### src/sv/sva_pkg.sv
// Shared types and constants for the voice allocator
// No dependencies; every other file imports this package

package sva_pkg;

  // fixed field widths of the item words
  localparam int unsigned OPC_W     = 2;
  localparam int unsigned TRACK_W   = 4;
  localparam int unsigned FREQ_W    = 24;
  localparam int unsigned VIDX_W    = 3;
  localparam int unsigned CNT_W     = 4;
  // wide enough to hold any voice or track index in the supported range
  localparam int unsigned IDX_EXT_W = 7;

  localparam logic [CNT_W-1:0] CNT_MAX = 4'd15;

  typedef enum logic [OPC_W-1:0] {
    OP_NOTE_ON  = 2'd0,
    OP_NOTE_OFF = 2'd1,
    OP_REL_DONE = 2'd2
  } op_e;

  typedef enum logic [1:0] {
    MODE_FREE = 2'd0,
    MODE_ON   = 2'd1,
    MODE_REL  = 2'd2
  } mode_e;

  // one voice table entry
  typedef struct packed {
    mode_e               mode;
    logic [FREQ_W-1:0]   freq;
    logic [TRACK_W-1:0]  owner;
  } voice_t;

  // read / write strobes toward a memory
  typedef struct packed {
    logic rd;
    logic wr;
  } mem_ctl_t;

  typedef struct packed {
    logic [OPC_W-1:0]   opcode;
    logic [TRACK_W-1:0] track;
    logic [FREQ_W-1:0]  note_freq;
    logic [VIDX_W-1:0]  voice_index;
  } in_word_t;

  typedef struct packed {
    logic [VIDX_W-1:0]  assigned_voice;
    logic               stole;
    logic [TRACK_W-1:0] stolen_track;
    logic [CNT_W-1:0]   track_voices;
  } out_word_t;

endpackage

### src/sv/sva_if.sv
// Valid/ready channel interfaces for event and result words
// Depends on sva_pkg for the word types

interface sva_in_if import sva_pkg::*; ();
  logic     valid;
  logic     ready;
  in_word_t word;

  modport source (output valid, output word, input ready);
  modport sink   (input valid, input word, output ready);
endinterface

interface sva_out_if import sva_pkg::*; ();
  logic      valid;
  logic      ready;
  out_word_t word;

  modport source (output valid, output word, input ready);
  modport sink   (input valid, input word, output ready);
endinterface

### src/sv/sva_voice_mem.sv
// Voice table: single-port synchronous memory with a registered read
// Per-entry written bits make never-written entries read as free; uses sva_pkg

module sva_voice_mem import sva_pkg::*; #(
  parameter int unsigned VOICES = 8,
  localparam int unsigned VW    = $clog2(VOICES)
) (
  input  logic          clk_i,
  input  logic          rst_ni,
  input  mem_ctl_t      ctl_i,
  input  logic [VW-1:0] addr_i,
  input  voice_t        wdata_i,
  output voice_t        rdata_o
);

  voice_t              mem_q [VOICES];
  logic [VOICES-1:0]   written_q;
  voice_t              rdata_q;
  logic                rwritten_q;

  // storage array and registered read
  always_ff @(posedge clk_i) begin
    if (ctl_i.wr) begin
      mem_q[addr_i] <= wdata_i;
    end
    if (ctl_i.rd) begin
      rdata_q <= mem_q[addr_i];
    end
  end

  // written bits, cleared by reset
  always_ff @(posedge clk_i or negedge rst_ni) begin
    if (!rst_ni) begin
      written_q  <= '0;
      rwritten_q <= 1'b0;
    end else begin
      if (ctl_i.wr) begin
        written_q[addr_i] <= 1'b1;
      end
      if (ctl_i.rd) begin
        rwritten_q <= written_q[addr_i];
      end
    end
  end

  // an entry never written reads as a free voice
  always_comb begin
    rdata_o = rdata_q;
    if (!rwritten_q) begin
      rdata_o.mode = MODE_FREE;
    end
  end

endmodule

### src/sv/sva_count_mem.sv
// Per-track voice count memory, single port, registered read
// Per-entry written bits make untouched tracks read as zero; uses sva_pkg

module sva_count_mem import sva_pkg::*; #(
  parameter int unsigned TRACKS = 16,
  localparam int unsigned TW    = (TRACKS > 1) ? $clog2(TRACKS) : 1
) (
  input  logic             clk_i,
  input  logic             rst_ni,
  input  mem_ctl_t         ctl_i,
  input  logic [TW-1:0]    addr_i,
  input  logic [CNT_W-1:0] wdata_i,
  output logic [CNT_W-1:0] rdata_o
);

  logic [CNT_W-1:0]  mem_q [TRACKS];
  logic [TRACKS-1:0] written_q;
  logic [CNT_W-1:0]  rdata_q;
  logic              rwritten_q;

  // storage array and registered read
  always_ff @(posedge clk_i) begin
    if (ctl_i.wr) begin
      mem_q[addr_i] <= wdata_i;
    end
    if (ctl_i.rd) begin
      rdata_q <= mem_q[addr_i];
    end
  end

  // written bits, cleared by reset
  always_ff @(posedge clk_i or negedge rst_ni) begin
    if (!rst_ni) begin
      written_q  <= '0;
      rwritten_q <= 1'b0;
    end else begin
      if (ctl_i.wr) begin
        written_q[addr_i] <= 1'b1;
      end
      if (ctl_i.rd) begin
        rwritten_q <= written_q[addr_i];
      end
    end
  end

  assign rdata_o = rwritten_q ? rdata_q : '0;

endmodule

### src/sv/sva_ctrl.sv
// Event sequencer: voice scan, steal choice and count read-modify-write
// Drives both memories and the channels; uses sva_pkg and sva_if

module sva_ctrl import sva_pkg::*; #(
  parameter int unsigned VOICES = 8,
  parameter int unsigned TRACKS = 16,
  localparam int unsigned VW    = $clog2(VOICES),
  localparam int unsigned TW    = (TRACKS > 1) ? $clog2(TRACKS) : 1
) (
  input  logic             clk_i,
  input  logic             rst_ni,
  sva_in_if.sink           in_i,
  sva_out_if.source        out_o,
  output mem_ctl_t         vctl_o,
  output logic [VW-1:0]    vaddr_o,
  output voice_t           vwdata_o,
  input  voice_t           vrdata_i,
  output mem_ctl_t         cctl_o,
  output logic [TW-1:0]    caddr_o,
  output logic [CNT_W-1:0] cwdata_o,
  input  logic [CNT_W-1:0] crdata_i
);

  typedef enum logic [10:0] {
    S_IDLE   = 11'b000_0000_0001,
    S_SCAN   = 11'b000_0000_0010,
    S_DRAIN  = 11'b000_0000_0100,
    S_PICK   = 11'b000_0000_1000,
    S_VRD    = 11'b000_0001_0000,
    S_VCHK   = 11'b000_0010_0000,
    S_DEC    = 11'b000_0100_0000,
    S_INC_RD = 11'b000_1000_0000,
    S_INC    = 11'b001_0000_0000,
    S_GET    = 11'b010_0000_0000,
    S_FIN    = 11'b100_0000_0000
  } state_e;

  state_e             state_q, state_d;
  logic [OPC_W-1:0]   op_q, op_d;
  logic [TRACK_W-1:0] trk_q, trk_d;
  logic [FREQ_W-1:0]  freq_q, freq_d;
  logic [VIDX_W-1:0]  vi_q, vi_d;
  out_word_t          res_q, res_d;
  logic [TW-1:0]      cidx_q, cidx_d;

  logic [VW-1:0]      scan_idx_q, scan_idx_d;
  logic               rd_vld_q, rd_vld_d;
  logic [VW-1:0]      rd_idx_q, rd_idx_d;

  logic               free_found_q, free_found_d;
  logic [VW-1:0]      free_idx_q, free_idx_d;
  logic               rel_found_q, rel_found_d;
  logic [VW-1:0]      rel_idx_q, rel_idx_d;
  logic [FREQ_W-1:0]  rel_freq_q, rel_freq_d;
  logic [TRACK_W-1:0] rel_own_q, rel_own_d;
  logic [VW-1:0]      low_idx_q, low_idx_d;
  logic [FREQ_W-1:0]  low_freq_q, low_freq_d;
  logic [TRACK_W-1:0] low_own_q, low_own_d;

  logic               out_valid_q, out_valid_d;
  out_word_t          out_word_q, out_word_d;

  logic               accept;
  logic [VW-1:0]      vi_idx;
  logic [VW-1:0]      pick;
  logic [TRACK_W-1:0] old_own;
  logic [CNT_W-1:0]   cnt_dec;
  logic [CNT_W-1:0]   cnt_inc;

  function automatic logic trk_ok(logic [TRACK_W-1:0] t);
    return IDX_EXT_W'(t) < IDX_EXT_W'(TRACKS);
  endfunction

  function automatic logic [TW-1:0] trk_idx(logic [TRACK_W-1:0] t);
    logic [IDX_EXT_W-1:0] e;
    e = IDX_EXT_W'(t);
    return e[TW-1:0];
  endfunction

  // handshake and fixed decodes
  assign accept      = in_i.valid && in_i.ready;
  assign in_i.ready  = (state_q == S_IDLE);
  assign out_o.valid = out_valid_q;
  assign out_o.word  = out_word_q;

  always_comb begin
    logic [IDX_EXT_W-1:0] vi_ext;
    vi_ext = IDX_EXT_W'(vi_q);
    vi_idx = vi_ext[VW-1:0];
  end

  // voice choice: first free voice, else lowest-frequency releasing voice, else lowest frequency overall
  assign pick    = free_found_q ? free_idx_q : (rel_found_q ? rel_idx_q : low_idx_q);
  assign old_own = rel_found_q ? rel_own_q : low_own_q;

  // saturating count arithmetic
  assign cnt_dec = (crdata_i != '0) ? crdata_i - CNT_W'(1) : '0;
  assign cnt_inc = (crdata_i != CNT_MAX) ? crdata_i + CNT_W'(1) : crdata_i;

  // sequencer
  always_comb begin
    state_d      = state_q;
    op_d         = op_q;
    trk_d        = trk_q;
    freq_d       = freq_q;
    vi_d         = vi_q;
    res_d        = res_q;
    cidx_d       = cidx_q;
    scan_idx_d   = scan_idx_q;
    rd_vld_d     = (state_q == S_SCAN);
    rd_idx_d     = scan_idx_q;
    free_found_d = free_found_q;
    free_idx_d   = free_idx_q;
    rel_found_d  = rel_found_q;
    rel_idx_d    = rel_idx_q;
    rel_freq_d   = rel_freq_q;
    rel_own_d    = rel_own_q;
    low_idx_d    = low_idx_q;
    low_freq_d   = low_freq_q;
    low_own_d    = low_own_q;
    out_valid_d  = out_valid_q && !out_o.ready;
    out_word_d   = out_word_q;
    vctl_o       = '0;
    vaddr_o      = vi_idx;
    vwdata_o     = vrdata_i;
    cctl_o       = '0;
    caddr_o      = cidx_q;
    cwdata_o     = crdata_i;

    // fold one scanned entry into the candidates
    if (rd_vld_q) begin
      if (!free_found_q && vrdata_i.mode == MODE_FREE) begin
        free_found_d = 1'b1;
        free_idx_d   = rd_idx_q;
      end
      if (rd_idx_q == '0 || vrdata_i.freq < low_freq_q) begin
        low_idx_d  = rd_idx_q;
        low_freq_d = vrdata_i.freq;
        low_own_d  = vrdata_i.owner;
      end
      if (vrdata_i.mode == MODE_REL && (!rel_found_q || vrdata_i.freq < rel_freq_q)) begin
        rel_found_d = 1'b1;
        rel_idx_d   = rd_idx_q;
        rel_freq_d  = vrdata_i.freq;
        rel_own_d   = vrdata_i.owner;
      end
    end

    unique case (state_q)
      S_IDLE: begin
        if (accept) begin
          op_d         = in_i.word.opcode;
          trk_d        = in_i.word.track;
          freq_d       = in_i.word.note_freq;
          vi_d         = in_i.word.voice_index;
          res_d        = '0;
          scan_idx_d   = '0;
          free_found_d = 1'b0;
          rel_found_d  = 1'b0;
          unique case (in_i.word.opcode)
            OP_NOTE_ON: begin
              state_d = trk_ok(in_i.word.track) ? S_SCAN : S_FIN;
            end
            OP_NOTE_OFF, OP_REL_DONE: begin
              res_d.assigned_voice = in_i.word.voice_index;
              state_d = (IDX_EXT_W'(in_i.word.voice_index) < IDX_EXT_W'(VOICES)) ?
                        S_VRD : S_FIN;
            end
            default: begin
              res_d.assigned_voice = in_i.word.voice_index;
              state_d = S_FIN;
            end
          endcase
        end
      end
      S_SCAN: begin
        vctl_o.rd  = 1'b1;
        vaddr_o    = scan_idx_q;
        scan_idx_d = scan_idx_q + VW'(1);
        if (scan_idx_q == VW'(VOICES - 1)) begin
          state_d = S_DRAIN;
        end
      end
      S_DRAIN: begin
        state_d = S_PICK;
      end
      S_PICK: begin
        // bind the chosen voice, then start the count updates
        vctl_o.wr            = 1'b1;
        vaddr_o              = pick;
        vwdata_o             = '{mode: MODE_ON, freq: freq_q, owner: trk_q};
        res_d.assigned_voice = VIDX_W'(pick);
        res_d.stole          = !free_found_q;
        res_d.stolen_track   = free_found_q ? '0 : old_own;
        cctl_o.rd            = 1'b1;
        if (!free_found_q && trk_ok(old_own)) begin
          caddr_o = trk_idx(old_own);
          cidx_d  = trk_idx(old_own);
          state_d = S_DEC;
        end else begin
          caddr_o = trk_idx(trk_q);
          cidx_d  = trk_idx(trk_q);
          state_d = S_INC;
        end
      end
      S_VRD: begin
        vctl_o.rd = 1'b1;
        vaddr_o   = vi_idx;
        state_d   = S_VCHK;
      end
      S_VCHK: begin
        state_d = S_FIN;
        caddr_o = trk_idx(vrdata_i.owner);
        cidx_d  = trk_idx(vrdata_i.owner);
        if (op_q == OP_NOTE_OFF) begin
          if (vrdata_i.mode == MODE_ON) begin
            vctl_o.wr     = 1'b1;
            vwdata_o.mode = MODE_REL;
            if (trk_ok(vrdata_i.owner)) begin
              cctl_o.rd = 1'b1;
              state_d   = S_GET;
            end
          end
        end else if (vrdata_i.mode != MODE_FREE) begin
          vctl_o.wr     = 1'b1;
          vwdata_o.mode = MODE_FREE;
          if (trk_ok(vrdata_i.owner)) begin
            cctl_o.rd = 1'b1;
            state_d   = S_DEC;
          end
        end
      end
      S_DEC: begin
        cctl_o.wr = 1'b1;
        cwdata_o  = cnt_dec;
        if (op_q == OP_NOTE_ON) begin
          state_d = S_INC_RD;
        end else begin
          res_d.track_voices = cnt_dec;
          state_d = S_FIN;
        end
      end
      S_INC_RD: begin
        // read after the decrement has landed, same track included
        cctl_o.rd = 1'b1;
        caddr_o   = trk_idx(trk_q);
        cidx_d    = trk_idx(trk_q);
        state_d   = S_INC;
      end
      S_INC: begin
        cctl_o.wr          = 1'b1;
        cwdata_o           = cnt_inc;
        res_d.track_voices = cnt_inc;
        state_d            = S_FIN;
      end
      S_GET: begin
        res_d.track_voices = crdata_i;
        state_d            = S_FIN;
      end
      S_FIN: begin
        if (!out_valid_q || out_o.ready) begin
          out_valid_d = 1'b1;
          out_word_d  = res_q;
          state_d     = S_IDLE;
        end
      end
      default: begin
        state_d = S_IDLE;
      end
    endcase
  end

  // control state
  always_ff @(posedge clk_i or negedge rst_ni) begin
    if (!rst_ni) begin
      state_q     <= S_IDLE;
      rd_vld_q    <= 1'b0;
      out_valid_q <= 1'b0;
    end else begin
      state_q     <= state_d;
      rd_vld_q    <= rd_vld_d;
      out_valid_q <= out_valid_d;
    end
  end

  // event fields, scan candidates and result word
  always_ff @(posedge clk_i) begin
    op_q         <= op_d;
    trk_q        <= trk_d;
    freq_q       <= freq_d;
    vi_q         <= vi_d;
    res_q        <= res_d;
    cidx_q       <= cidx_d;
    scan_idx_q   <= scan_idx_d;
    rd_idx_q     <= rd_idx_d;
    free_found_q <= free_found_d;
    free_idx_q   <= free_idx_d;
    rel_found_q  <= rel_found_d;
    rel_idx_q    <= rel_idx_d;
    rel_freq_q   <= rel_freq_d;
    rel_own_q    <= rel_own_d;
    low_idx_q    <= low_idx_d;
    low_freq_q   <= low_freq_d;
    low_own_q    <= low_own_d;
    out_word_q   <= out_word_d;
  end

  // checks
  a_out_from_fin: assert property (@(posedge clk_i) disable iff (!rst_ni)
    $rose(out_valid_q) |-> $past(state_q == S_FIN))
    else $error("result word raised outside the finish step");

  a_accept_leaves_idle: assert property (@(posedge clk_i) disable iff (!rst_ni)
    accept |=> state_q != S_IDLE)
    else $error("accepted event did not start work");

  a_vmem_single_port: assert property (@(posedge clk_i) disable iff (!rst_ni)
    !(vctl_o.rd && vctl_o.wr))
    else $error("voice table read and written in one cycle");

  a_steal_only_note_on: assert property (@(posedge clk_i) disable iff (!rst_ni)
    (state_q == S_FIN && res_q.stole) |-> op_q == OP_NOTE_ON)
    else $error("steal reported for an event other than note on");

  a_count_rmw_order: assert property (@(posedge clk_i) disable iff (!rst_ni)
    (state_q == S_DEC || state_q == S_INC || state_q == S_GET) |->
      $past(cctl_o.rd))
    else $error("count update without a preceding read");

endmodule

### src/sv/synth_voice_allocator_top.sv
// Note on: voice scan at one entry per cycle, then the pick, then a decrement of
//   a stolen voice's count where needed, then the increment of the event's track
// Note off / release finished: read, check, count step; unused opcode or bad index: no steps
// One event in flight; the next is accepted the cycle after its result is
//   registered, while that result may still wait on the output
// Reset (async, active low) clears written bits: all voices free, counts zero

module synth_voice_allocator_top import sva_pkg::*; #(
  parameter int unsigned VOICES = 8,
  parameter int unsigned TRACKS = 16
) (
  input  logic      clk_i,
  input  logic      rst_ni,
  sva_in_if.sink    in_i,
  sva_out_if.source out_o
);

  localparam int unsigned VW = $clog2(VOICES);
  localparam int unsigned TW = (TRACKS > 1) ? $clog2(TRACKS) : 1;

  mem_ctl_t         vctl;
  logic [VW-1:0]    vaddr;
  voice_t           vwdata;
  voice_t           vrdata;
  mem_ctl_t         cctl;
  logic [TW-1:0]    caddr;
  logic [CNT_W-1:0] cwdata;
  logic [CNT_W-1:0] crdata;

  // voice table
  sva_voice_mem #(
    .VOICES (VOICES)
  ) u_voice_mem (
    .clk_i   (clk_i),
    .rst_ni  (rst_ni),
    .ctl_i   (vctl),
    .addr_i  (vaddr),
    .wdata_i (vwdata),
    .rdata_o (vrdata)
  );

  // per-track counts
  sva_count_mem #(
    .TRACKS (TRACKS)
  ) u_count_mem (
    .clk_i   (clk_i),
    .rst_ni  (rst_ni),
    .ctl_i   (cctl),
    .addr_i  (caddr),
    .wdata_i (cwdata),
    .rdata_o (crdata)
  );

  // event sequencer
  sva_ctrl #(
    .VOICES (VOICES),
    .TRACKS (TRACKS)
  ) u_ctrl (
    .clk_i    (clk_i),
    .rst_ni   (rst_ni),
    .in_i     (in_i),
    .out_o    (out_o),
    .vctl_o   (vctl),
    .vaddr_o  (vaddr),
    .vwdata_o (vwdata),
    .vrdata_i (vrdata),
    .cctl_o   (cctl),
    .caddr_o  (caddr),
    .cwdata_o (cwdata),
    .crdata_i (crdata)
  );

endmodule
### src/flat_wrapper.sv
// flat-port wrapper written by rule: the top's interface ports become plain ports
module synth_voice_allocator_top_flat import sva_pkg::*;
#(
  parameter int unsigned VOICES = 8,
  parameter int unsigned TRACKS = 16
)
  (clk_i, rst_ni, in_i_valid, in_i_word, in_i_ready, out_o_valid, out_o_word, out_o_ready);
  sva_in_if in_i_i ();
  sva_out_if out_o_i ();
  input  logic clk_i;
  input  logic rst_ni;
  input wire logic [$bits(in_i_i.valid)-1:0] in_i_valid;
  input wire logic [$bits(in_i_i.word)-1:0] in_i_word;
  output wire logic [$bits(in_i_i.ready)-1:0] in_i_ready;
  output wire logic [$bits(out_o_i.valid)-1:0] out_o_valid;
  output wire logic [$bits(out_o_i.word)-1:0] out_o_word;
  input wire logic [$bits(out_o_i.ready)-1:0] out_o_ready;
  assign in_i_i.valid = in_i_valid;
  assign in_i_i.word = in_i_word;
  assign in_i_ready = in_i_i.ready;
  assign out_o_valid = out_o_i.valid;
  assign out_o_word = out_o_i.word;
  assign out_o_i.ready = out_o_ready;
  synth_voice_allocator_top #(.VOICES(VOICES), .TRACKS(TRACKS)) u_core (.clk_i(clk_i), .rst_ni(rst_ni), .in_i(in_i_i), .out_o(out_o_i));
endmodule
### config.mk
export PLATFORM = sky130hd
export DESIGN_NAME = synth_voice_allocator_top_flat
export DESIGN_NICKNAME = d
export VERILOG_FILES = /design/src/sv/sva_pkg.sv /design/src/sv/sva_if.sv /design/src/sv/sva_voice_mem.sv /design/src/sv/sva_count_mem.sv /design/src/sv/sva_ctrl.sv /design/src/sv/synth_voice_allocator_top.sv /design/src/flat_wrapper.sv
export SDC_FILE = /design/constraint.sdc
export NUM_CORES = 1
export LEC_CHECK = 0
export BUFFER_PORTS_ARGS = -buffer_cell sky130_fd_sc_hd__buf_2
export CELL_PAD_IN_SITES_DETAIL_PLACEMENT = 2
export CELL_PAD_IN_SITES_GLOBAL_PLACEMENT = 2
export CORE_ASPECT_RATIO = 2
export CORE_UTILIZATION = 40
export CTS_CLUSTER_DIAMETER = 100
export DETAILED_ROUTE_END_ITERATION = 10
export HOLD_SLACK_MARGIN = 0.08
export PLACE_DENSITY = 0.75
export SETUP_SLACK_MARGIN = 0.3
export SLEW_MARGIN = 30
export SYNTH_ARGS = -nofsm -noshare
export SYNTH_HDL_FRONTEND = slang
export SYNTH_SLANG_ARGS = --single-unit
### constraint.sdc
create_clock -name clk_i -period 4.6 [get_ports clk_i]
set_input_delay 1.15 -clock clk_i [delete_from_list [all_inputs] [get_ports clk_i]]
set_output_delay 1.15 -clock clk_i [all_outputs]
set_load 0.01 [all_outputs]
Word level (Yosys, flattened, before mapping)
Memories as Yosys holds them, arrays and structs flattened. A register that Yosys moved wholly into a read port is not among the register bits.
Cells that the tools add are included.
{"block": "word_totals", "regBits": 173, "ram_bits": 304, "in_bits": 37, "output_inout_bits": 14, "mem_count": 2}
{"block": "classes", "n_addsub": 3, "order_cmp": 6, "n_eq_ne": 22, "n_mux": 63, "bitwise": 2, "n_reduce_logical": 36}
{"name": "u_core.u_voice_mem.mem_q", "words": 8, "word_bits": 30, "rd": 1, "rd_ports_with_merged_regs": 1, "wr": 1, "line_no": "sva_voice_mem.sv:16", "rtl": "voice_t mem_q [VOICES];"}
{"name": "u_core.u_count_mem.mem_q", "words": 16, "word_bits": 4, "rd": 1, "rd_ports_with_merged_regs": 1, "wr": 1, "line_no": "sva_count_mem.sv:16", "rtl": "logic [CNT_W-1:0] mem_q [TRACKS];"}
{"op": "11-bit one-hot mux with 10 select lines", "n": 1}
{"op": "11-bit two-way mux", "n": 7}
{"op": "24-bit < comparator", "n": 2}
{"op": "28-bit two-way mux", "n": 1}
{"op": "4-bit two-way mux", "n": 7}
{"op": "1-bit two-way mux", "n": 23}
{"op": "11-bit one-hot mux with 2 select lines", "n": 1}
{"op": "16-bit OR", "n": 1}
{"op": "4-bit one-hot mux with 4 select lines", "n": 1}
{"op": "8-bit one-hot mux with 2 select lines", "n": 1}
{"op": "2-bit AND reduction", "n": 7}
{"op": "12-bit two-way mux", "n": 1}
{"op": "3-bit two-way mux", "n": 4}
{"op": "3-bit one-hot mux with 2 select lines", "n": 2}
{"op": "4-bit one-hot mux with 3 select lines", "n": 1}
{"op": "11-bit by 1-bit equality test with 1-bit output (second input constant)", "n": 1}
{"op": "11-bit by 10-bit equality test with 1-bit output (second input constant)", "n": 1}
{"op": "11-bit equality test (second input constant)", "n": 1}
{"op": "11-bit by 2-bit equality test with 1-bit output (second input constant)", "n": 1}
{"op": "11-bit by 3-bit equality test with 1-bit output (second input constant)", "n": 1}
{"op": "11-bit by 4-bit equality test with 1-bit output (second input constant)", "n": 1}
{"op": "11-bit by 5-bit equality test with 1-bit output (second input constant)", "n": 1}
{"op": "11-bit by 6-bit equality test with 1-bit output (second input constant)", "n": 1}
{"op": "11-bit by 7-bit equality test with 1-bit output (second input constant)", "n": 1}
{"op": "34 further kinds", "n": 63}

Longest topological paths before layout
{"block": "logic_depth", "word_depth": 8, "mapped_depth": 13, "depth_no_buf": 10}

Modules after synthesis
From an unflattened synthesis, not the netlist that was laid out.
{"block": "unflattened", "cells_unflattened": 1300, "hier_area_um2": 21018.9}
{"module": "sva_voice_mem", "instances": 1, "cells_each": 603, "area_each_um2": 10754.1}
{"module": "sva_ctrl", "instances": 1, "cells_each": 527, "area_each_um2": 6879.1}
{"module": "sva_count_mem", "instances": 1, "cells_each": 170, "area_each_um2": 3385.7}

Least setup slack after synthesis
OpenSTA, ideal clock, no wires.
{"block": "synth_timing", "path_kind": "reg-to-reg", "from": "reg u_core.u_ctrl.state_q[7]", "to": "mem u_core.u_voice_mem.mem_q[2][0] in the netlist's numbering (enable)", "setup_ps": 456, "arrival_time_ps": 4343, "path_slack_ps": -199, "stages_incl_launch_ff": 9, "period_less_slack_ps": 4799, "path_cell_list": "dfrtp_1 clkbuf_1 or4b_1 or3_1 nor2b_1 a221o_1 buf_2 buf_2 nor3_1"}
{"block": "synth_via", "elab_chain_cells": 4}
{"element": "start, declared", "line_no": "sva_ctrl.sv:38", "rtl": "state_e state_q, state_d;"}
{"element": "start signal, assigned", "line_no": "sva_ctrl.sv:280", "rtl": "state_q <= state_d;"}
{"element": "11-bit by 6-bit equality test with 1-bit output / 11-bit by 4-bit equality test with 1-bit output (equally long branches)", "line_no": "sva_ctrl.sv:149", "rtl": "unique case (state_q)"}
{"element": "1-bit one-hot mux with 2 select lines", "line_no": "sva_ctrl.sv:149"}
{"element": "1-bit two-way mux", "line_no": "sva_voice_mem.sv:23", "rtl": "if (ctl_i.wr) begin"}
{"element": "1-bit two-way mux (not written as such)", "line_no": "sva_voice_mem.sv:24", "rtl": "mem_q[addr_i] <= wdata_i;"}
{"element": "end, declared", "line_no": "sva_voice_mem.sv:16"}
Several ways; a longest one is shown, not always the timed one.

Worst setup path after layout
{"block": "layout_timing", "from": "reg u_core.u_ctrl.state_q[3]", "to": "out in_i_ready"}
{"block": "layout_via", "elab_chain_cells": 1}
{"element": "11-bit by 1-bit equality test with 1-bit output", "line_no": "sva_ctrl.sv:82", "rtl": "assign in_i.ready = (state_q == S_IDLE);"}
{"element": "end, declared", "line_no": "flat_wrapper.sv:14", "rtl": "output wire logic [$bits(in_i_i.ready)-1:0] in_i_ready;"}
Every way passes these cells.

==> summary.md <==
| Metric | Value |
|---|---|
| PortBufs | `50` |
| Cell-by-cell trace of the critical path | `nor4_1 -> nor3b_1 -> nand4b_1 -> inv_1 -> buf_2` |
| Hold_ws | `0.4228 ns` |
| YS warnings | `0` |
| Final wirelength | `61.79 mm` |
| IO Count | `51` |
| Startpoint class of the critical path | `register` |
| GRT Overall Usage | `23.94%` |
| CTS max path bufs | `3` |
| Worst min-delay path class | `reg2reg` |
| Ant. Diodes | `0` |
| Die Ht | `327.0 um` |
| Clock Pin Slew Worst Setup and Hold Paths | `0.06 ns` |
| Synth unique cells | `64` |
| CTS H-tree lvls | `2` |
| Clock sink total | `511` |
| Final Hold Fails | `0` |
| Fin crit period | `4.008 ns` |
| Max_slew headroom | `39.27%` |
| Drt initial violations | `702` |
| Grt ovf | `0` |
| Most frequent cells in the layout | `edfxtp_1, nand2_1, nand3_1` |
| CP endpoint kind | `output port` |
| Total power | `12.80 mW` |
| Crit path max fanout | `7` |
| Die width | `164.5 um` |
| Req. time, crit path | `3.45 ns` |
| Clock Tree Root | `clkbuf_16` |
| Filler cells | `5090` |
| Core outline area | `51970 um^2` |
| Area Growth Syn to Fin | `13.70%` |
| Initial antenna violation count | `1` |
| Worst setup path class | `reg2out` |
| TritonRoute pass-1 iters | `5` |
| CTS resizes | `0` |
| Seq cells post-synth | `511` |
| PwrDens | `532.9 nW/um^2` |
| Postcts setup bufs | `0` |
| Max Freq | `249.5 MHz` |
| Number of core rows | `118` |
| Net Count, Synth | `1655` |
| Syn Inst Count | `1566` |
| Post-CTS Hold Fix Bufs | `0` |
| Largest net degree at the start of global routing | `93` |
| Worst-Margin Slew | `0.9040 ns` |
| Worst path arrival time | `2.86 ns` |
| Tcrit/Tclk final | `87.12%` |
| Global-route wire length before repair | `93.60 mm` |
| Asr flop ratio synth | `7.632%` |
| Pins Over Slew Limit | `0` |
| Max_cap viols | `0` |
| Layout Nets | `1731` |
| Status | `finished, final reports clean` |
| Slowest-stage cell, CP | `nor3b_1` |
| Seq/Total Area, Yosys | `71.31%` |
| Layout Skew | `0.01297 ns` |
| Starting density of the core | `40.64%` |
| Final setup TNS | `0 ns` |
| Post-route ant nets | `0` |
| Worst-skew pair later-pin latency | `0.57 ns` |
| RSZ-0062 raised after global routing | `no` |
| Buf/Inv on CP | `2` |
| Number of synthesized flops with an enable pin | `463` |
| Commonest non-fill, non-tap cell in the layout | `edfxtp_1` |
| # DRC | `0` |
| CTS buffer count | `46` |
| CP peak stage delay | `0.63 ns` |
| DR vias/cell | `5.563` |
| Via count | `13020` |
| Layout cell share with drive strength beyond 1 | `14.70%` |
| Lkg Pwr | `8.999 nW` |
| Final Wtd Congestion | `0.8105` |
| Number of global-route vias before repair | `15150` |
| Setup violators final | `0` |
| Syn_area_per_cell | `13.49 um^2` |
| Die ar. | `53780 um^2` |
| Routed wire per std cell | `26.41 um` |
| DP HPWL | `41.28 mm` |
| Family with the most delay on the worst path | `simple AND/OR/NAND/NOR gates` |
| Synth Flop Type | `edfxtp_1` |
| Worst vdd ir | `0.3644 mV` |
| Synth Cell Area | `21120 um^2` |
| CTS tree | `yes` |
-- metrics by stage --
step	cell area, um^2	std cells	util (%)	setup slack [ns]
final	24010	2340	46.21	0.5925
after floorplan	21130	1566	-	-0.1991
after detailed placement	22440	2254	43.18	0.7290
after CTS	24010	2340	46.21	0.5780
after global placement	22420	2252	43.13	0.7129
after global routing	24010	2340	46.21	0.3680
-- state kept, by name (all words and copies together), names as in the netlist, 4 cells and up --
signal and count:
u_core.u_voice_mem.rdata_o 28, u_core.u_voice_mem.written_q 8, u_core.u_ctrl.freq_q 24, u_core.u_ctrl.cidx_q 4
u_core.u_ctrl.out_o.word 12, u_core.u_ctrl.res_q 12, u_core.u_count_mem.written_q 16, u_core.u_ctrl.rel_own_q 4
u_core.u_ctrl.trk_q 4, u_core.u_voice_mem.mem_q 240, u_core.u_ctrl.low_freq_q 24, u_core.u_ctrl.state_q 11
u_core.u_count_mem.mem_q 64, u_core.u_count_mem.rdata_q 4, u_core.u_ctrl.rel_freq_q 24, u_core.u_ctrl.low_own_q 4
-- cell type report --
| class | count | area [um^2] | share of cell area (%) |
|---|---|---|---|
| Inverter | 63 | 236.5 | 0.9848 |
| Multi-Input combinational cell | 927 | 5648 | 23.52 |
| Timing Repair Buffer | 93 | 670.6 | 2.793 |
| Clock buffer | 62 | 1315 | 5.476 |
| Sequential cell | 511 | 15060 | 62.72 |
| Clock inverter | 24 | 256.5 | 1.068 |
| Tap cell | 660 | 825.8 | 3.439 |
-- routing by layer --
| metal | GRT usage (%) | up-vias | part of all wire [%] |
|---|---|---|---|
| met3 | 2.456 | 140 | 2.4 |
| met2 | 47.39 | 237 | 58 |
| li1 | - | 5844 | - |
| met4 | 11.43 | 2 | 4.9 |
| met1 | 24.14 | 6795 | 35 |
| met5 | 0 | - | 0.021 |
-- logic make-up after synthesis --
family          Yosys count  synth area share [%]
compound gates          140                 4.343
xor+xnor                  2               0.08296
fa+ha+maj                52                 3.081
buf+inv                 128                 2.577
flops                   511                 71.31
mux                     103                 5.077
simple gates            630                 13.53
-- path summary, 6_finish.rpt --
kind | endpoint | startpoint | depth (start not counted) | slack, ns
setup / recovery | in_i_ready | u_core.u_ctrl.state_q[3] | 5 | 0.59
hold reg to reg | u_core.u_ctrl.out_o.word[3] | u_core.u_ctrl.res_q[3] | 0 | 0.42
hold / removal | u_core.u_ctrl.out_o.word[3] | u_core.u_ctrl.res_q[3] | 0 | 0.42
max in group asynchronous | u_core.u_count_mem.written_q[7] | rst_ni | 1 | 3.59
setup reg to reg | u_core.u_count_mem.rdata_q[2] | u_core.u_ctrl.state_q[7] | 11 | 0.72
min in group asynchronous | u_core.u_ctrl.out_o.valid | rst_ni | 1 | 0.57
-- synthesized netlist by cell type, types with 9 or more instances --
library cell | instances | area, um^2
o21ai_0 | 56 | 280.3
mux2_2 | 33 | 371.6
mux2i_1 | 70 | 700.7
a21o_1 | 28 | 210.2
dfrtp_1 | 38 | 950.9
nand4_1 | 9 | 56.30
buf_2 | 27 | 135.1
nor3_1 | 20 | 100.1
ha_1 | 52 | 650.6
a21oi_1 | 24 | 120.1
clkbuf_1 | 26 | 97.59
dfxtp_1 | 9 | 180.2
nand2_1 | 312 | 1171
edfxtp_1 | 463 | 13900
inv_1 | 62 | 232.7
nor2_1 | 51 | 191.4
nand3_1 | 163 | 815.8
or2_2 | 30 | 187.7
-- power by group --
part           total, mW  switching, mW  internal, mW
Clock               4.04           1.71          2.34
Combinational       2.86           1.96         0.896
Sequential          5.89          0.256          5.64
Total               12.8           3.92          8.87
Power figures use the tool's default switching activity.
